--- config.mk ---
export PLATFORM = sky130hd
export DESIGN_NAME = atbp_ram
export DESIGN_NICKNAME = d
export VERILOG_FILES = /design/src/rtl/core/affine_tilemap_background_pixel_core_defines.svh /design/src/rtl/core/atbp_ram.sv
export SDC_FILE = /design/constraint.sdc
export NUM_CORES = 1
export LEC_CHECK = 0
export BUFFER_PORTS_ARGS = -buffer_cell sky130_fd_sc_hd__buf_2
export CORE_MARGIN = 4
export CORE_UTILIZATION = 30
export DETAILED_ROUTE_END_ITERATION = 6
export PLACE_DENSITY_LB_ADDON = 0.1
export SLEW_MARGIN = 25
export SYNTH_ARGS = -nofsm -noshare
export SYNTH_HDL_FRONTEND = slang
export SYNTH_SLANG_ARGS = --single-unit
--- constraint.sdc ---
create_clock -name clk_i -period 2.8 [get_ports clk_i]
set_input_delay 0.14 -clock clk_i [delete_from_list [all_inputs] [get_ports clk_i]]
set_output_delay 0.14 -clock clk_i [all_outputs]
set_load 0.005 [all_outputs]
--- src/rtl/core/affine_tilemap_background_pixel_core_defines.svh ---
// ----------------------------------------------------------------------------
// Affine background core - assertion macros
// Shared property wrappers, clocked on clk_i and disabled while rst_ni is low.
// ----------------------------------------------------------------------------
`ifndef AFFINE_TILEMAP_BACKGROUND_PIXEL_CORE_DEFINES_SVH
`define AFFINE_TILEMAP_BACKGROUND_PIXEL_CORE_DEFINES_SVH

// Consequent checked in the same cycle as the antecedent.
`define ATBP_ASSERT_SAME(lbl, ante, cons, msg) \
  lbl: assert property (@(posedge clk_i) disable iff (!rst_ni) (ante) |-> (cons)) \
    else $error(msg);

// Consequent checked in the cycle after the antecedent.
`define ATBP_ASSERT_NEXT(lbl, ante, cons, msg) \
  lbl: assert property (@(posedge clk_i) disable iff (!rst_ni) (ante) |=> (cons)) \
    else $error(msg);

`endif

--- src/rtl/core/atbp_ram.sv ---
// ----------------------------------------------------------------------------
// Generic RAM
// One write port and two read ports with enables; read data is registered and
// a read of the address being written returns the old word.
// ----------------------------------------------------------------------------
`default_nettype none

module atbp_ram #(
  parameter int unsigned Width = 16,
  parameter int unsigned Depth = 16,
  localparam int unsigned Aw   = $clog2(Depth)
) (
  input  logic             clk_i,
  input  logic             we_i,
  input  logic [Aw-1:0]    waddr_i,
  input  logic [Width-1:0] wdata_i,
  input  logic             re_a_i,
  input  logic [Aw-1:0]    raddr_a_i,
  output logic [Width-1:0] rdata_a_o,
  input  logic             re_b_i,
  input  logic [Aw-1:0]    raddr_b_i,
  output logic [Width-1:0] rdata_b_o
);

  logic [Width-1:0] mem_q [Depth];
  logic [Width-1:0] rdata_a_q, rdata_b_q;

  always_ff @(posedge clk_i) begin
    if (we_i) begin
      mem_q[waddr_i] <= wdata_i;
    end
    if (re_a_i) begin
      rdata_a_q <= mem_q[raddr_a_i];
    end
    if (re_b_i) begin
      rdata_b_q <= mem_q[raddr_b_i];
    end
  end

  assign rdata_a_o = rdata_a_q;
  assign rdata_b_o = rdata_b_q;

endmodule

`default_nettype wire

==> results_dict.tcl <==
set metrics [dict create \
    cell_internal_pwr_mw 7.788 \
    end_kind "flop" \
    synth_cells 585 \
    num_rows 75 \
    worstRegToRegCells 3 \
    drt_iter0_drc 580 \
    arrival_ns 1.79 \
    ys_seq_area_frac 0.6815 \
    via_per_inst 5.399 \
    gr-total-overflow 0 \
    critPathMaxFanout 2 \
    rr_endpoint "rdata_b_o[15]$_DFFE_PP_" \
    syn_area_per_cell_sq_um 21.69 \
    fmax_mhz 650.9 \
    cts_buffer_depth 3 \
    crit_required_ns 3.05 \
    grt_usage 0.1653 \
    hold_viol 0 \
    port_buffers 63 \
    place.gp.congestion 0.7324 \
    cts.clk_slew.worst_paths_ns 0.06 \
    fin_skew_ns 0.01704 \
    cts_resized 0 \
    insertedDiodeCount 0 \
    period_needed_ns 1.536 \
    rsz0062_at_grt "false" \
    combPwrFrac 0.075 \
    drive_gt1_frac 0.3855 \
    post-cts-setup-buffer-count 0 \
    ctsRootBufferMaster "clkbuf_16" \
    worst-r2r-setup-slack_ns 1.26 \
    crit_slowest_cell "mux4_4" \
    slew_viol_final 0 \
    syn_nets 617 \
    seq_power_share 0.494 \
    worst-setup-path-type "reg2reg" \
    final_cell_mix "edfxtp_1, mux4_2, a22oi_1" \
    grt_pass1_vias 7492 \
    io_pins 64 \
    synth_top_area_cell "edfxtp_1" \
    wl_per_cell_microns 29.59 \
    h-tree-depth 2 \
    area_growth_pct 18.59 \
    hold_end "mem_q[14][1]$_DFFE_PP_" \
    synthTopCellsByArea "edfxtp_1, mux4_2, mux4_1" \
    setup_violations 0 \
    num_vias 6776 \
    vdd_ir_drop_max_mv 0.3225 \
    totalWireLength_microns 37130 \
    power_leakage_nw 4.921 \
    grt_max_degree 41 \
    cts.sinks 288 \
    ys_seq_elements 288 \
    drc 0 \
    die_y_microns 213.7 \
    slew_headroom 0.3960 \
    critPathTopFamily "multiplexers" \
    nets 723 \
    max_stage_delay_ns 0.60 \
    hold_depth 1 \
    synthDistinctLibCells 23 \
    die_w_microns 213.7 \
    syn-cell-area_sq_mm 0.01269 \
    finalCritPeriodShare 0.5487 \
    hold_class "in2reg" \
    power_density_mw_per_mm2 663.5 \
    dieArea_sq_mm 0.04565 \
    cts_buffers 34 \
    coreArea_sq_mm 0.04185 \
    yosysWarnings 0 \
    drtPass1Iterations 5 \
    grt_pass1_wl_microns 53560 \
    layout_commonest_cell "edfxtp_1" \
    pwr-share-clk 0.431 \
    cts_tree "yes" \
    min_from "wdata_i[1]" \
    fin_cells 1255 \
    postRouteAntennaNets 0 \
    outcome "finished clean" \
    p_sw_frac 0.2200 \
    dp_cells 1183 \
    synth_top_cell_area_share 0.6815 \
    power.switching_mw 2.197 \
    cp-startpoint "mem_q[3][15]$_DFFE_PP_" \
    fin_setup_tns_ns 0 \
    insertion_delay_ns 0.52 \
    crit_buf_inv 0 \
    antenna_found_initial 0 \
    tightest_slew_ns 0.9051 \
    dp_hpwl_microns 21290 \
    crit_chain "mux4_4 > a22oi_1 > nand2_1" \
    start_util 0.3032 \
    max_cap_viol_count 0 \
    critPathLaunchType "flop" \
    reg2reg_from "mem_q[3][15]$_DFFE_PP_" \
]
==> per-stage QoR <==
| stage | hold slack, ns | power, mW | setup WS [ns] | area (sq um) | utilization |
|---|---|---|---|---|---|
| CTS | 0.001351 | 10.11 | 1.254 | 15050 | 0.3596 |
| global route | 0.01576 | 10.36 | 1.215 | 15050 | 0.3596 |
| floorplan | 0.2389 | 5.437 | 0.6049 | 12690 | - |
| detailed placement | 0.5266 | 5.777 | 0.8019 | 13860 | 0.3313 |
| global placement | 0.5170 | 5.765 | 0.8195 | 13860 | 0.3313 |
| finish | 0.01954 | 9.985 | 1.264 | 15050 | 0.3596 |
==> timing repair <==
item | 4_1_cts | 5_1_grt
endpoints found under the hold margin | 163 | 0
endpoints found under the setup margin | 0 | 0
hold buffers | 11 | 0
==> routing by layer <==
metal	GRT usage	part of all wire
met1	0.2264	0.44
met2	0.2755	0.50
met3	0.02985	0.044
met4	0.04304	0.022
met5	0	0
==> cells in the mapped netlist (all sizes together) <==
cell type	instances
a22oi	64
and2	2
buf	21
clkbuf	19
dlygate4sd1	1
dlymetal6s2s	1
edfxtp	288
mux4	128
nand2	33
nand2b	2
nand3	1
nand3b	2
nor2	14
nor2b	4
nor3	4
or3b	1
==> cell type report <==
class / count / area, sq um
Clock buffer: 43 / 905.9
Clock inverter: 18 / 167.7
Fill cell: 3889 / 26800
Multi-Input combinational cell: 255 / 3799
Sequential cell: 288 / 8648
Tap cell: 539 / 674.4
Timing Repair Buffer: 112 / 853.3
==> worst reg2reg max path: cells and delay by family, from the launching register on <==
family	cells	cell delay [ns]
AOI/OAI and AO/OA	1	0.22
DFF	1	0.39
muxes	1	0.60
and+or+nand+nor	1	0.07
==> power groups by stage <==
stage	Clock [mW]	Combinational [mW]	Sequential (mW)
3_3_place_gp	0	0.749	5.02
4_1_cts	4.41	0.768	4.93
3_5_place_dp	0	0.755	5.02
6_report	4.30	0.752	4.93
2_1_floorplan	0	0.430	5.01
5_1_grt	4.61	0.813	4.94
==> how the worst max path moves through the flow <==
stage / to / slack [ns] / depth (start not counted)
global placement: rdata_a_o[3]$_DFFE_PP_ / 0.82 / 5
floorplan: mem_q[0][0]$_DFFE_PP_ / 0.60 / 2
finish: rdata_b_o[15]$_DFFE_PP_ / 1.26 / 3
detailed placement: rdata_a_o[3]$_DFFE_PP_ / 0.80 / 5
global route: rdata_a_o[5]$_DFFE_PP_ / 1.21 / 3
CTS: rdata_a_o[5]$_DFFE_PP_ / 1.25 / 3
==> state kept, by name (all words and copies together), names as in the netlist <==
register	cells
rdata_a_o	16
mem_q	256
rdata_b_o	16
==> cells by family (layout without fill, tap and decap cells) <==
group | Yosys count | after routing | synth area share
compound gates | 64 | 64 | 0.03786
buf+inv | 42 | 173 | 0.02426
flops | 288 | 288 | 0.6815
mux | 128 | 128 | 0.2347
simple gates | 63 | 63 | 0.02169
Note: power is estimated with default switching activity, not from simulation.
