[src/rtl/core/affine_tilemap_background_pixel_core_defines.svh]
// ----------------------------------------------------------------------------
// Affine background core - assertion macros
// Shared property wrappers, clocked on clk_i and disabled while rst_ni is low.
// ----------------------------------------------------------------------------
`ifndef AFFINE_TILEMAP_BACKGROUND_PIXEL_CORE_DEFINES_SVH
`define AFFINE_TILEMAP_BACKGROUND_PIXEL_CORE_DEFINES_SVH

// Consequent checked in the same cycle as the antecedent.
`define ATBP_ASSERT_SAME(lbl, ante, cons, msg) \
  lbl: assert property (@(posedge clk_i) disable iff (!rst_ni) (ante) |-> (cons)) \
    else $error(msg);

// Consequent checked in the cycle after the antecedent.
`define ATBP_ASSERT_NEXT(lbl, ante, cons, msg) \
  lbl: assert property (@(posedge clk_i) disable iff (!rst_ni) (ante) |=> (cons)) \
    else $error(msg);

`endif

[src/rtl/core/atbp_pkg.sv]
// ----------------------------------------------------------------------------
// Affine background core - package
// Widths, codes and shared types of the affine tilemap background.
// ----------------------------------------------------------------------------
`default_nettype none

package atbp_pkg;

  localparam int unsigned VideoWords = 16384;
  localparam int unsigned MapAw      = 14;  // map row*128 + map column
  localparam int unsigned CfgIdxW    = 3;
  localparam int unsigned CfgDataW   = 26;
  localparam int unsigned InDataW    = 48;
  localparam int unsigned OutDataW   = 16;
  localparam int unsigned PosW       = 10;  // signed screen coordinate after flips
  localparam int unsigned SumW       = 28;  // texture sum, never overflows this width

  typedef enum logic [1:0] {
    ModePixel = 2'd0,
    ModeWrite = 2'd1,
    ModeLine  = 2'd2
  } atbp_mode_e;

  typedef enum logic [2:0] {
    RegMatrixA    = 3'd0,
    RegMatrixB    = 3'd1,
    RegMatrixC    = 3'd2,
    RegMatrixD    = 3'd3,
    RegCenter     = 3'd4,
    RegScroll     = 3'd5,
    RegControl    = 3'd6,
    RegMosaicSize = 3'd7
  } atbp_reg_e;

  // Control register bit positions
  localparam int unsigned CtlHflip     = 0;
  localparam int unsigned CtlVflip     = 1;
  localparam int unsigned CtlRepLo     = 2;
  localparam int unsigned CtlMosaic    = 4;
  localparam int unsigned CtlBg1Mosaic = 5;
  localparam int unsigned CtlSecond    = 6;
  localparam int unsigned CtlAbove     = 7;
  localparam int unsigned CtlBelow     = 8;
  localparam int unsigned CtlPrio0Lo   = 9;
  localparam int unsigned CtlPrio1Lo   = 13;
  localparam int unsigned CtlW         = 17;

  localparam logic [1:0] RepeatClear    = 2'd2;
  localparam logic [1:0] RepeatTileZero = 2'd3;

  typedef struct packed {
    logic signed [15:0] a;
    logic signed [15:0] b;
    logic signed [15:0] c;
    logic signed [15:0] d;
    logic [25:0]        center;
    logic [25:0]        scroll;
  } atbp_xform_t;

  typedef struct packed {
    atbp_mode_e  mode;
    logic [13:0] waddr;
    logic [15:0] wdata;
  } atbp_side_t;

  typedef struct packed {
    logic       pixel_valid;
    logic [3:0] prio;
    logic [7:0] palette;
    logic       main;
    logic       sub;
  } atbp_res_t;

endpackage

`default_nettype wire

[src/rtl/core/atbp_coord.sv]
// ----------------------------------------------------------------------------
// Affine background core - texture coordinate pipeline
// Two stages: the matrix products, then the sums that give the map address,
// the pixel select within the tile and the out-of-range flag.
// ----------------------------------------------------------------------------
`default_nettype none

module atbp_coord import atbp_pkg::*; (
  input  logic                   clk_i,
  input  logic                   en_i,
  input  atbp_xform_t            xform_i,
  input  logic signed [PosW-1:0] x_i,
  input  logic signed [PosW-1:0] y_i,
  output logic [MapAw-1:0]       tile_addr_o,
  output logic [5:0]             pixel_sel_o,
  output logic                   oob_o
);

  logic signed [15:0] ma, mb, mc, md;
  logic signed [12:0] hc, vc, hs, vs;
  logic signed [13:0] dx, dy;
  logic signed [10:0] cx, cy;
  logic signed [SumW-1:0] p_acx, p_bcy, p_ccx, p_dcy, p_by, p_dy, p_ax, p_cx;
  logic [SumW-1:0] acx_q, bcy_q, ccx_q, dcy_q, by_q, dy_q, ax_q, cx_q;
  logic [SumW-1:0] hc_sh, vc_sh, sum_x, sum_y;
  logic [MapAw-1:0] tile_addr_q;
  logic [5:0]       pixel_sel_q;
  logic             oob_q;

  assign ma = xform_i.a;
  assign mb = xform_i.b;
  assign mc = xform_i.c;
  assign md = xform_i.d;
  assign hc = xform_i.center[12:0];
  assign vc = xform_i.center[25:13];
  assign hs = xform_i.scroll[12:0];
  assign vs = xform_i.scroll[25:13];

  // Clip scroll minus centre to 10 bits, keeping the sign from bit 13
  assign dx = {hs[12], hs} - {hc[12], hc};
  assign dy = {vs[12], vs} - {vc[12], vc};
  assign cx = {dx[13], dx[9:0]};
  assign cy = {dy[13], dy[9:0]};

  assign p_acx = ma * cx;
  assign p_bcy = mb * cy;
  assign p_ccx = mc * cx;
  assign p_dcy = md * cy;
  assign p_by  = mb * y_i;
  assign p_dy  = md * y_i;
  assign p_ax  = ma * x_i;
  assign p_cx  = mc * x_i;

  // Origin terms drop their six low fraction bits
  always_ff @(posedge clk_i) begin
    if (en_i) begin
      acx_q <= {p_acx[SumW-1:6], 6'b0};
      bcy_q <= {p_bcy[SumW-1:6], 6'b0};
      ccx_q <= {p_ccx[SumW-1:6], 6'b0};
      dcy_q <= {p_dcy[SumW-1:6], 6'b0};
      by_q  <= {p_by[SumW-1:6], 6'b0};
      dy_q  <= {p_dy[SumW-1:6], 6'b0};
      ax_q  <= p_ax;
      cx_q  <= p_cx;
    end
  end

  assign hc_sh = {{(SumW-21){hc[12]}}, hc, 8'b0};
  assign vc_sh = {{(SumW-21){vc[12]}}, vc, 8'b0};
  assign sum_x = acx_q + bcy_q + by_q + hc_sh + ax_q;
  assign sum_y = ccx_q + dcy_q + dy_q + vc_sh + cx_q;

  // Integer part starts at bit 8; anything above bit 17 lies off the map
  always_ff @(posedge clk_i) begin
    if (en_i) begin
      tile_addr_q <= {sum_y[17:11], sum_x[17:11]};
      pixel_sel_q <= {sum_y[10:8], sum_x[10:8]};
      oob_q       <= |{sum_x[SumW-1:18], sum_y[SumW-1:18]};
    end
  end

  assign tile_addr_o = tile_addr_q;
  assign pixel_sel_o = pixel_sel_q;
  assign oob_o       = oob_q;

endmodule

`default_nettype wire

[config.mk]
export PLATFORM = sky130hd
export DESIGN_NAME = atbp_coord
export DESIGN_NICKNAME = d
export VERILOG_FILES = /design/src/rtl/core/affine_tilemap_background_pixel_core_defines.svh /design/src/rtl/core/atbp_pkg.sv /design/src/rtl/core/atbp_coord.sv
export SDC_FILE = /design/constraint.sdc
export NUM_CORES = 2
export LEC_CHECK = 0
export BUFFER_PORTS_ARGS = -buffer_cell sky130_fd_sc_hd__buf_2
export CORE_AREA = 3 3 299 360
export CTS_BUF_LIST = sky130_fd_sc_hd__clkbuf_4
export DETAILED_ROUTE_END_ITERATION = 10
export DIE_AREA = 0 0 302 363
export PLACE_DENSITY = 0.74
export SETUP_SLACK_MARGIN = 0.2
export SYNTH_ARGS = -nofsm -noshare
export SYNTH_HDL_FRONTEND = slang
export SYNTH_SLANG_ARGS = --single-unit
[constraint.sdc]
create_clock -name clk_i -period 7 [get_ports clk_i]
set_input_delay 0 -clock clk_i [delete_from_list [all_inputs] [get_ports clk_i]]
set_output_delay 0 -clock clk_i [all_outputs]
set_load 0.02 [all_outputs]
==> summary.md <==
| Metric | Value |
|---|---|
| Cell Area, Placed | `between 0.06 and 0.07 mm2` |
| FP Rows | `130` |
| Hold Path End | `cx_q[8]` |
| Pre-CTS setup slack | `-0.348 ns` |
| Syn nets | `7,902` |
| Reg clk slew, reported paths | `0.17 ns` |
| WL/cell | `18.3 um` |
| Crit-path most repeated cell | `fa_1` |
| Final Hold Vio Count | `0` |
| Post-synthesis sequential area ratio | `9.68%` |
| Reg2reg setup slack | `1.64 ns` |
| Critical Path RT | `7.58 ns` |
| Worst Hold Class | `primary input to register` |
| Max incr delay on CP | `0.53 ns` |
| Root Driver | `clkbuf_4` |
| Yosys reg bits | `185` |
| Slew headroom | `51.2%` |
| Status | `finished, violations left` |
| Tightest Pin Transition | `0.732 ns` |
| Overall die height | `363 um` |
| Slowest-stage cell, CP | `fa_1` |
| Pre-antenna DRT Iters | `10` |
| Period minus WS final | `6.47 ns` |
| Via density | `5.34` |
| Failing checks | `design-rule violations` |
| DRT iter0 DRCs | `1,923` |
| Critical Path Source Type | `primary input` |
| CP startpoint | `xform_i[1]` |
| Num CTS Buffers | `17` |
| Vias in the first global route | `44,587` |
| # port buffers | `roughly 160` |
| Global-route wire length before repair | `around 230,000 um` |
| GR Util All Layers | `26.5%` |
| Die X | `302 um` |
| Htree depth | `4` |
| CTS sink count | `~190` |
| Initial Util | `54.9%` |
| Met3 wire len | `7620 um` |
| Worst Path Arrival | `7.05 ns` |
| Synth Cell Area | `0.0574 mm2` |
| CP Class | `primary input to register` |
| Count of boundary I/O pins | `159` |
| Via count | `39,790` |
| Design Area, Final | `0.0611 mm2` |
| Asr flop ratio synth | `0%` |
| Clock buffer depth | `2` |
| Fmax achieved | `between 0.15 and 0.2 GHz` |
| Worst-Skew Late Latency | `0.72 ns` |
| Post-route clock period utilization | `92.4%` |
| DRC viols | `1` |
| Proportion of layout cells with a drive suffix above 1 | `7.23%` |
| Reg2reg start | `ccx_q[8]` |
| Hold_sp | `xform_i[69]` |
| Layout Nets | `8,016` |
| # setup viols final | `0` |
| Met2 WL | `71,200 um` |
| RSZ-0062 raised after global routing | `false` |
| Synthesis Warnings | `0` |
| Floorplan core area | `between 0.1 and 0.15 mm2` |
| CP max FO | `8` |
| Type of destination of the critical path | `register` |
| Fin Setup TNS | `0 ns` |
| Die Footprint | `0.110 mm2` |
| Final worst clock skew | `roughly 0.043 ns` |
| Total wire length | `137,000 um` |
| Detail Placement HPWL | `between 100,000 and 150,000 um` |
| Synth unique cells | `70` |
| Placer congestion estimate | `between 0.8 and 0.9` |
| Area grow syn2layout | `6.43%` |
| Syn_area_per_cell | `9.68 um2` |
| Grt ovf | `0` |
| Routed length on met1 | `52,700 um` |
| Antenna-violating nets left | `0` |
| Worst Setup Slack, final | `about 0.53 ns` |
| Ys flop type | `edfxtp_1` |
| Pins Over Slew Limit | `0` |
| Largest net degree at the start of global routing | `87` |
| Post-synth EDFFs | `185` |
| Syn Inst Count | `5,932` |
| R2R Path End | `oob_o` |
| Max-Cap Viols | `0` |
| Top layer in use | `met5` |
| Hold Path Stages | `5` |
| CTS tree | `yes` |
| Initial antenna violation count | `12` |
| Worst reg2reg path depth | `17` |
| Hold Slack | `0.164 ns` |
worst max-delay path: cells and delay by family:
family                     cells  cell delay (ns)
AOI/OAI and AO/OA             11             1.98
and+or+nand+nor                8             1.32
adders and majority gates      7             2.99
buffers and inverters          8             0.76
timing repair:
action,4_1_cts,5_1_grt
endpoints found under the hold margin,85,0
resized for setup,0,22
hold buffers,1,0
setup buffers,0,3
endpoints found under the setup margin,0,24
logic make-up (layout without fill, tap and decap cells):
| group | Yosys count | in the layout | synth area share (%) |
|---|---|---|---|
| buffers and inverters | 1600 | 1727 | 10.5 |
| DFF | 185 | 185 | 9.68 |
| other | 0 | 8 | 0 |
| xor gates and xnor gates | 238 | 238 | 3.63 |
| muxes | 5 | 5 | 0.0894 |
| AOI/OAI and AO/OA | 356 | 356 | 4.08 |
| adders and majority gates | 1832 | 1832 | 57.1 |
| and+or+nand+nor | 1716 | 1716 | 14.9 |
routing by layer:
| metal | GRT usage [%] | vias up |
|---|---|---|
| met5 | 0 | - |
| met4 | 9.41 | 4 |
| met3 | 3.18 | 279 |
| met2 | 47.6 | 1122 |
| met1 | 33.0 | 20554 |
| li1 | - | 17831 |
Yosys cell counts (5+ instances only):
master | count | area [um2]
fa_1 | 1316 | 26300
a21boi_0 | 8 | 60.1
a21oi_1 | 97 | 485
a21o_1 | 43 | 323
xnor2_1 | 196 | 1720
o21bai_1 | 17 | 128
inv_1 | 1348 | 5060
ha_1 | 516 | 6460
nor4_1 | 6 | 37.5
nor2b_1 | 154 | 963
clkbuf_1 | 250 | 938
nand2b_1 | 79 | 494
o21ai_0 | 62 | 310
nor3_1 | 45 | 225
and2_1 | 480 | 3000
edfxtp_1 | 185 | 5560
a31oi_1 | 11 | 68.8
nor2_1 | 205 | 769
or3_1 | 11 | 68.8
o211ai_1 | 8 | 60.1
nand3_1 | 18 | 90.1
a211oi_1 | 5 | 37.5
or2_2 | 16 | 100
xor2_1 | 42 | 368
and4_1 | 5 | 43.8
o21ai_1 | 11 | 55.1
nand2_1 | 653 | 2450
o21a_1 | 45 | 338
nand4_1 | 15 | 93.8
and3_1 | 12 | 75.1
through the flow:
stage	utilization, %	instances
after floorplan	-	5932
after global placement	58.0	7409
after detailed placement	58.0	7409
after CTS	58.3	7442
after global routing	58.4	7448
final	58.4	7453
cell usage in the layout, fill, tap and decap left out, types with 45 or more instances in the layout:
cell and count:
nor3_1 45, ha_1 516, inv_1 1348, o21a_1 45, a21oi_1 93, buf_4 174
nor2b_1 154, buf_2 157, fa_1 1316, and2_1 480, o21ai_0 54, edfxtp_1 185
nor2_1 200, xnor2_1 190, nand2_1 653, nand2b_1 79
worst max-delay path by stage:
| stage | end |
|---|---|
| 2_1_floorplan | acx_q[26] |
| 3_3_place_gp | acx_q[26] |
| 3_5_place_dp | ccx_q[26] |
| 4_1_cts | bcy_q[26] |
| 5_1_grt | acx_q[26] |
| 6_report | acx_q[26] |
cell type report:
cell class,instances,area [um2]
tap,1386,1730
antenna,8,20.0
sequential,185,5560
fill,8910,43500
clock buffer,17,128
timing repair buffer,347,2400
inverter,1348,5060
clock inverter,15,183
multi-input combinational,4147,46000
state kept, by name, summed over array words and instances, names as in the netlist:
signal / cells
tile_addr_o: 14
ccx_q: 21
acx_q: 21
cx_q: 20
bcy_q: 21
pixel_sel_o: 6
by_q: 20
dcy_q: 21
ax_q: 20
dy_q: 20
oob_o: 1
Power is not shown: default switching activity piles up to over one toggle a cycle in this logic, so the estimate is an artifact.
